`src/rtl/clo_pkg.sv`:
```
`timescale 1ns / 1ps
// Shared constants and types for the color layer over compositor.
// Used by clo_div and color_layer_over_compositor; depends on nothing.
package clo_pkg;

  // Canvas geometry and pixel store.
  localparam int MAX_WIDTH  = 64;
  localparam int MAX_HEIGHT = 64;
  localparam int XW         = $clog2(MAX_WIDTH);
  localparam int YW         = $clog2(MAX_HEIGHT);
  localparam int ADDR_W     = XW + YW;
  localparam int DEPTH      = MAX_WIDTH * MAX_HEIGHT;
  localparam int PIX_W      = 32;
  localparam int CHAN_W     = 8;
  localparam int LANES      = 3;

  // Configuration port.
  localparam int CFG_W     = 7;
  localparam int CFG_IDX_W = 2;
  localparam int CMP_W     = 11;
  localparam logic [CFG_IDX_W-1:0] REG_CANVAS_WIDTH  = 2'd0;
  localparam logic [CFG_IDX_W-1:0] REG_CANVAS_HEIGHT = 2'd1;
  localparam logic [CFG_W-1:0]     CANVAS_RESET      = 7'd64;

  // Item kinds carried on the input tuser.
  localparam logic MODE_BLEND = 1'b0;
  localparam logic MODE_READ  = 1'b1;

  // Stream payload widths.
  localparam int IN_DATA_W  = 56;
  localparam int OUT_DATA_W = 32;

  // Blend arithmetic: numerators reach 255 * 65025, the weight sum 65025.
  localparam int NUM_W = 25;
  localparam int DEN_W = 16;
  localparam int MP_W  = CHAN_W + DEN_W;
  localparam int Q_W   = 8;

  typedef logic [LANES-1:0][NUM_W-1:0]  lane_num_t;
  typedef logic [LANES-1:0][Q_W-1:0]    lane_quo_t;
  typedef logic [LANES-1:0][CHAN_W-1:0] lane_chan_t;
  typedef logic [LANES-1:0][DEN_W-1:0]  lane_prod_t;

endpackage

```
`src/rtl/clo_div.sv`:
```
`timescale 1ns / 1ps
// Three-lane restoring divider sharing one divisor, one quotient bit per cycle.
// Depends on clo_pkg for widths and lane types.
module clo_div
  import clo_pkg::*;
(
  input  logic       clk,
  input  logic       rst,
  input  logic       start,
  input  lane_num_t  num,
  input  logic [DEN_W-1:0] den,
  output logic       done,
  output lane_quo_t  quo
);

  localparam int SH_W  = DEN_W + Q_W - 1;
  localparam int CNT_W = $clog2(Q_W);

  lane_num_t          rem;
  logic [SH_W-1:0]    dsh;
  logic [CNT_W-1:0]   cnt;
  logic               busy;

  // The quotient is known to fit in Q_W bits, so the divisor starts shifted
  // up by Q_W-1 and walks down one place per cycle.
  always_ff @(posedge clk) begin
    if (rst) begin
      busy <= 1'b0;
      done <= 1'b0;
      cnt  <= '0;
    end else begin
      done <= !start && busy && (cnt == '0);
      if (start) begin
        busy <= 1'b1;
        cnt  <= CNT_W'(Q_W - 1);
        dsh  <= {den, {(Q_W-1){1'b0}}};
        rem  <= num;
      end else if (busy) begin
        for (int i = 0; i < LANES; i++) begin
          if (rem[i] >= NUM_W'(dsh)) begin
            rem[i] <= rem[i] - NUM_W'(dsh);
            quo[i] <= {quo[i][Q_W-2:0], 1'b1};
          end else begin
            quo[i] <= {quo[i][Q_W-2:0], 1'b0};
          end
        end
        dsh <= dsh >> 1;
        cnt <= cnt - 1'b1;
        if (cnt == '0) begin
          busy <= 1'b0;
        end
      end
    end
  end

endmodule

```
`config.mk`:
```
export PLATFORM = sky130hd
export DESIGN_NAME = clo_div
export DESIGN_NICKNAME = d
export VERILOG_FILES = /design/src/rtl/clo_pkg.sv /design/src/rtl/clo_div.sv
export SDC_FILE = /design/constraint.sdc
export NUM_CORES = 1
export LEC_CHECK = 0
export ABC_AREA = 1
export BUFFER_PORTS_ARGS = -buffer_cell sky130_fd_sc_hd__buf_2
export CORE_MARGIN = 8
export CORE_UTILIZATION = 60
export DETAILED_ROUTE_END_ITERATION = 10
export PLACE_DENSITY = 0.81
export SKIP_CTS_REPAIR_TIMING = 1
export SLEW_MARGIN = 15
export SYNTH_ARGS = -nofsm -noshare
export SYNTH_HDL_FRONTEND = slang
export SYNTH_SLANG_ARGS = --single-unit
```
`constraint.sdc`:
```
create_clock -name clk -period 8 [get_ports clk]
set_input_delay 0.8 -clock clk [delete_from_list [all_inputs] [get_ports clk]]
set_output_delay 0.8 -clock clk [all_outputs]
set_load 0.02 [all_outputs]
```
# Word level (Yosys, flattened, before mapping)
# Index checks and enable logic that the tools add are counted.
# totals
reg_bits,127
in_bits,94
output_inout_bits,25
elab_cells,48
# classes
add_sub_neg,4
magnitude_cmp,3
mux,15
bitwise,2
n_reduce_logical,13
# ops
op,count
$mux W75,2
$ge A25 B23 Y1,3
$mux W25,3
$sub A25 B23 Y25,3
$mux W23,2
$reduce_and A3 Y1,4
$reduce_bool A2 Y1,4
$mux W1,6
$mux W3,2
$logic_not A3 Y1,1
$sub A3 B1 Y3 const B,1
$logic_and A1 B1 Y1,2
$not A1 Y1,2
$reduce_and A2 Y1,1
$logic_not A1 Y1,1

# Logic depth before layout (Yosys ltp)
# depth
depth_word,4
mapped_depth,13

# Worst setup path before layout
# No wires, ideal clock.
# synth_timing
kind,input port to flip-flop
startpoint,input start
endpoint,"register rem[0] (netlist bit), enable pin"
setup_time_ps,380
t_arrival_ps,2813
required_ps,7620
path_slack_ps,4807
stages,5
n_path_buf,1
path_cell_list,buf_2 > nor2_1 > nor2_1 > nand2_1 > inv_1
# synth_via
elab_chain_cells,2
# synth_lines
item,line_no,text
start: declaration,clo_div.sv:9,"input logic start,"
$reduce_bool A2 Y1 (no source line),-,
$reduce_and A3 Y1 (no source line) (*),-,
end signal: assignment,clo_div.sv:37,rem <= num;
end signal: indexed assignment,clo_div.sv:41,rem[i] <= rem[i] - NUM_W'(dsh);
end: declaration,clo_div.sv:19,lane_num_t rem;
# Mark *: on every way between the ends. The rest lies on a longest branch, timed or not.
# A chain may end at the register's enable or synchronous reset.

# Worst setup path in the final report
# layout_timing
startpoint,input start
endpoint,"register rem[16] (netlist bit), enable pin"
# The elaborated chain is that of the path after synthesis.

==> results.yml <==
outcome:
  status: "finished clean"
worst_setup_path:
  critPathMaxStageDelay_ps: 810
  cp_data_arrival_time_ps: 3530
  crit_fanout: 89
  worst_ep_required_time_ps: 8050
  crit_chain: "buf_4 -> buf_4 -> inv_2 -> buf_4 -> nand4_1 -> nand2_1 -> inv_1"
  crit_buf_inv: 5
  critPathLaunchType: "input pin"
  path_class: "in2reg"
  cp_common_cell: "buf_4"
  critPathSlowestCell: "inv_1"
  crit_family: "buffers and inverters"
  endpoint_kind: "flip-flop"
sta:
  maxSlewHeadroom_pct: 25.2
  finalHoldViolCount: 0
  fin_crit_sh_pct: 43.5
  rsz0062_at_grt: "no"
  finalCriticalPeriod_ps: 3480
  fmax_mhz: 287
  finClkSkew_ps: 12.2
  hold_ws_ps: 443
  setup_tns_ps: 0
  setup_viol: 0
  report.final.slew_viol_count: 0
  tightestPinTransition_ps: 1120
logic_synthesis:
  synth_area_sq_mm: 0.0108
  synthCells: 1648
  synthMuxAreaShare_pct: 0
  synth_top_family_by_area: "simple AND/OR/NAND/NOR gates"
  synth_top_area_share_pct: 33.8
  synth_area_leaders: "edfxtp_1 (34%), nand2_1 (24%), inv_1 (11%), ha_1 (8.2%), nand3_1 (5.4%)"
  yosysSeqAreaShare_pct: 34.7
  synth-compound-area-share_pct: 3.71
  ys_warn_count: 0
  synthXorXnorAreaFrac_pct: 0.242
  syn_nets: 1816
  ys_seq_elements: 127
  syn_avg_cell_area_sq_um: 6.58
  yosysUniqueCellTypes: 32
  synthSimpleGateAreaFrac_pct: 40.6
  synth_top_area_cell: "edfxtp_1"
  yosys.area_share.adder_pct: 8.75
detailed_routing:
  firstDrtPassIters: 7
  wirelength_mm: 31.5
  ant_nets: 0
  routed_via_density: 5.32
  wl_per_cell_um: 15.7
  via_count: 10700
  drt_iter0_drc: 990
  remaining_drc_errors: 0
job:
  max_cap_viol_count: 0
global_route:
  grt_util_all_layers_pct: 28.2
  grt_pass1_wl_mm: 49.4
  grt_max_degree: 90
  grt_pass1_vias: 9917
  antenna_found_initial: 0
  grt_overflow: 0
die:
  die_width_um: 150
  initial_core_util_pct: 60.7
  core_area_sq_mm: 0.0178
  fp.dieH_um: 150
  die_area_sq_mm: 0.0226
  pin_count: 119
  num_rows: 49
clock_network:
  clk_latency_ps: 440
  clock-sinks: 127
  cts_buffers: 17
  cts_max_path_buffers: 2
  tritoncts: "done"
  path_clk_slew_ps: 60
  cts-root-buf: "clkbuf_16"
  h-tree-depth: 4
power:
  ir_drop_mv: 0.153
  p_leak_uw: 0.00661
  p_per_area_mw_per_mm2: 195
cells_and_area:
  final_nets: 1936
  area_growth_pct: 13.2
  antenna_cells: 0
  drive_gt1_share_pct: 12.5
  layout_commonest_cell: "nand2_1"
  final_cell_mix: "nand2_1 (684), inv_1 (319), edfxtp_1 (122), buf_2 (117), nand3_1 (116)"
placed_design:
  gp_congestion: 0.974
  hpwl_mm: 24.1
  port_buffers: 118
worst_hold_path:
  hp-class: "reg2reg"
## flip-flops by register name, summed over array words and instances, names as in the netlist
register / flops
quo: 24
dsh: 23
busy: 1
rem: 75
cnt: 3
done: 1
## worst reg2reg max path: cells and delay by family (launching register included)
| kind | cells | cell delay [ps] |
|---|---|---|
| buffers and inverters | 2 | 1030 |
| and+or+nand+nor | 7 | 760 |
| adders and majority gates | 1 | 370 |
| DFF | 1 | 530 |
## final cells by class
type,instances,area [sq um]
clock inverters,13,185
repair buffers,122,623
flip-flops and latches,127,3760
clock buffers,18,429
inverters,320,1200
fillers,1584,5570
multi-input cells,1180,5780
well taps,229,287
## where the power goes
group          switching (uW)  leakage, uW  internal (uW)
registers                21.4      0.00119            798
logic                     493      0.00511            245
clock network             318     0.000299            521
total                     833      0.00661           1560
## metrics by stage
stage | setup slack, ps | util (%) | cell area [sq um] | cells | power (uW)
3_5_place_dp | 4060 | 65.3 | 11700 | 1978 | 1550
5_1_grt | 4290 | 68.8 | 12300 | 2009 | 2520
2_1_floorplan | 4810 | - | 10800 | 1648 | 1360
6_report | 4520 | 68.8 | 12300 | 2009 | 2400
3_3_place_gp | 4150 | 65.3 | 11700 | 1978 | 1530
4_1_cts | 4520 | 68.8 | 12300 | 2009 | 2390
## layer usage
layer	track usage [%]	vias up	share of wire, %
li1	-	5375	-
met1	36.4	4778	42
met2	46.2	469	45
met3	4.42	60	9.0
met4	12.0	0	3.3
met5	0	-	0
## cell usage after synthesis, drive strengths merged
cell	instances
a21oi	38
a221oi	1
a31oi	1
and2	7
buf	13
clkbuf	8
dfxtp	5
edfxtp	122
fa	3
ha	71
inv	320
nand2	708
nand3	119
nand3b	21
nand4	24
nor2	124
nor3	8
o21a	1
o21ai	34
o31ai	2
or2	15
xnor2	3
## cell families after synthesis
family | count (synthesis)
flip-flops | 127
AO/OA/AOI/OAI | 77
XOR/XNOR | 3
adder cells (fa/ha/maj) | 74
buffers and inverters | 341
AND/OR/NAND/NOR | 1026
## worst paths after layout
kind           start  slack, ps  cells after the start  endpoint
max            start       4520                      7   rem[16]
min          quo[19]        440                      0   quo[20]
max reg2reg   dsh[1]       4920                     10   rem[16]
min reg2reg  quo[19]        440                      0   quo[20]
(Power assumes the default switching activity.)
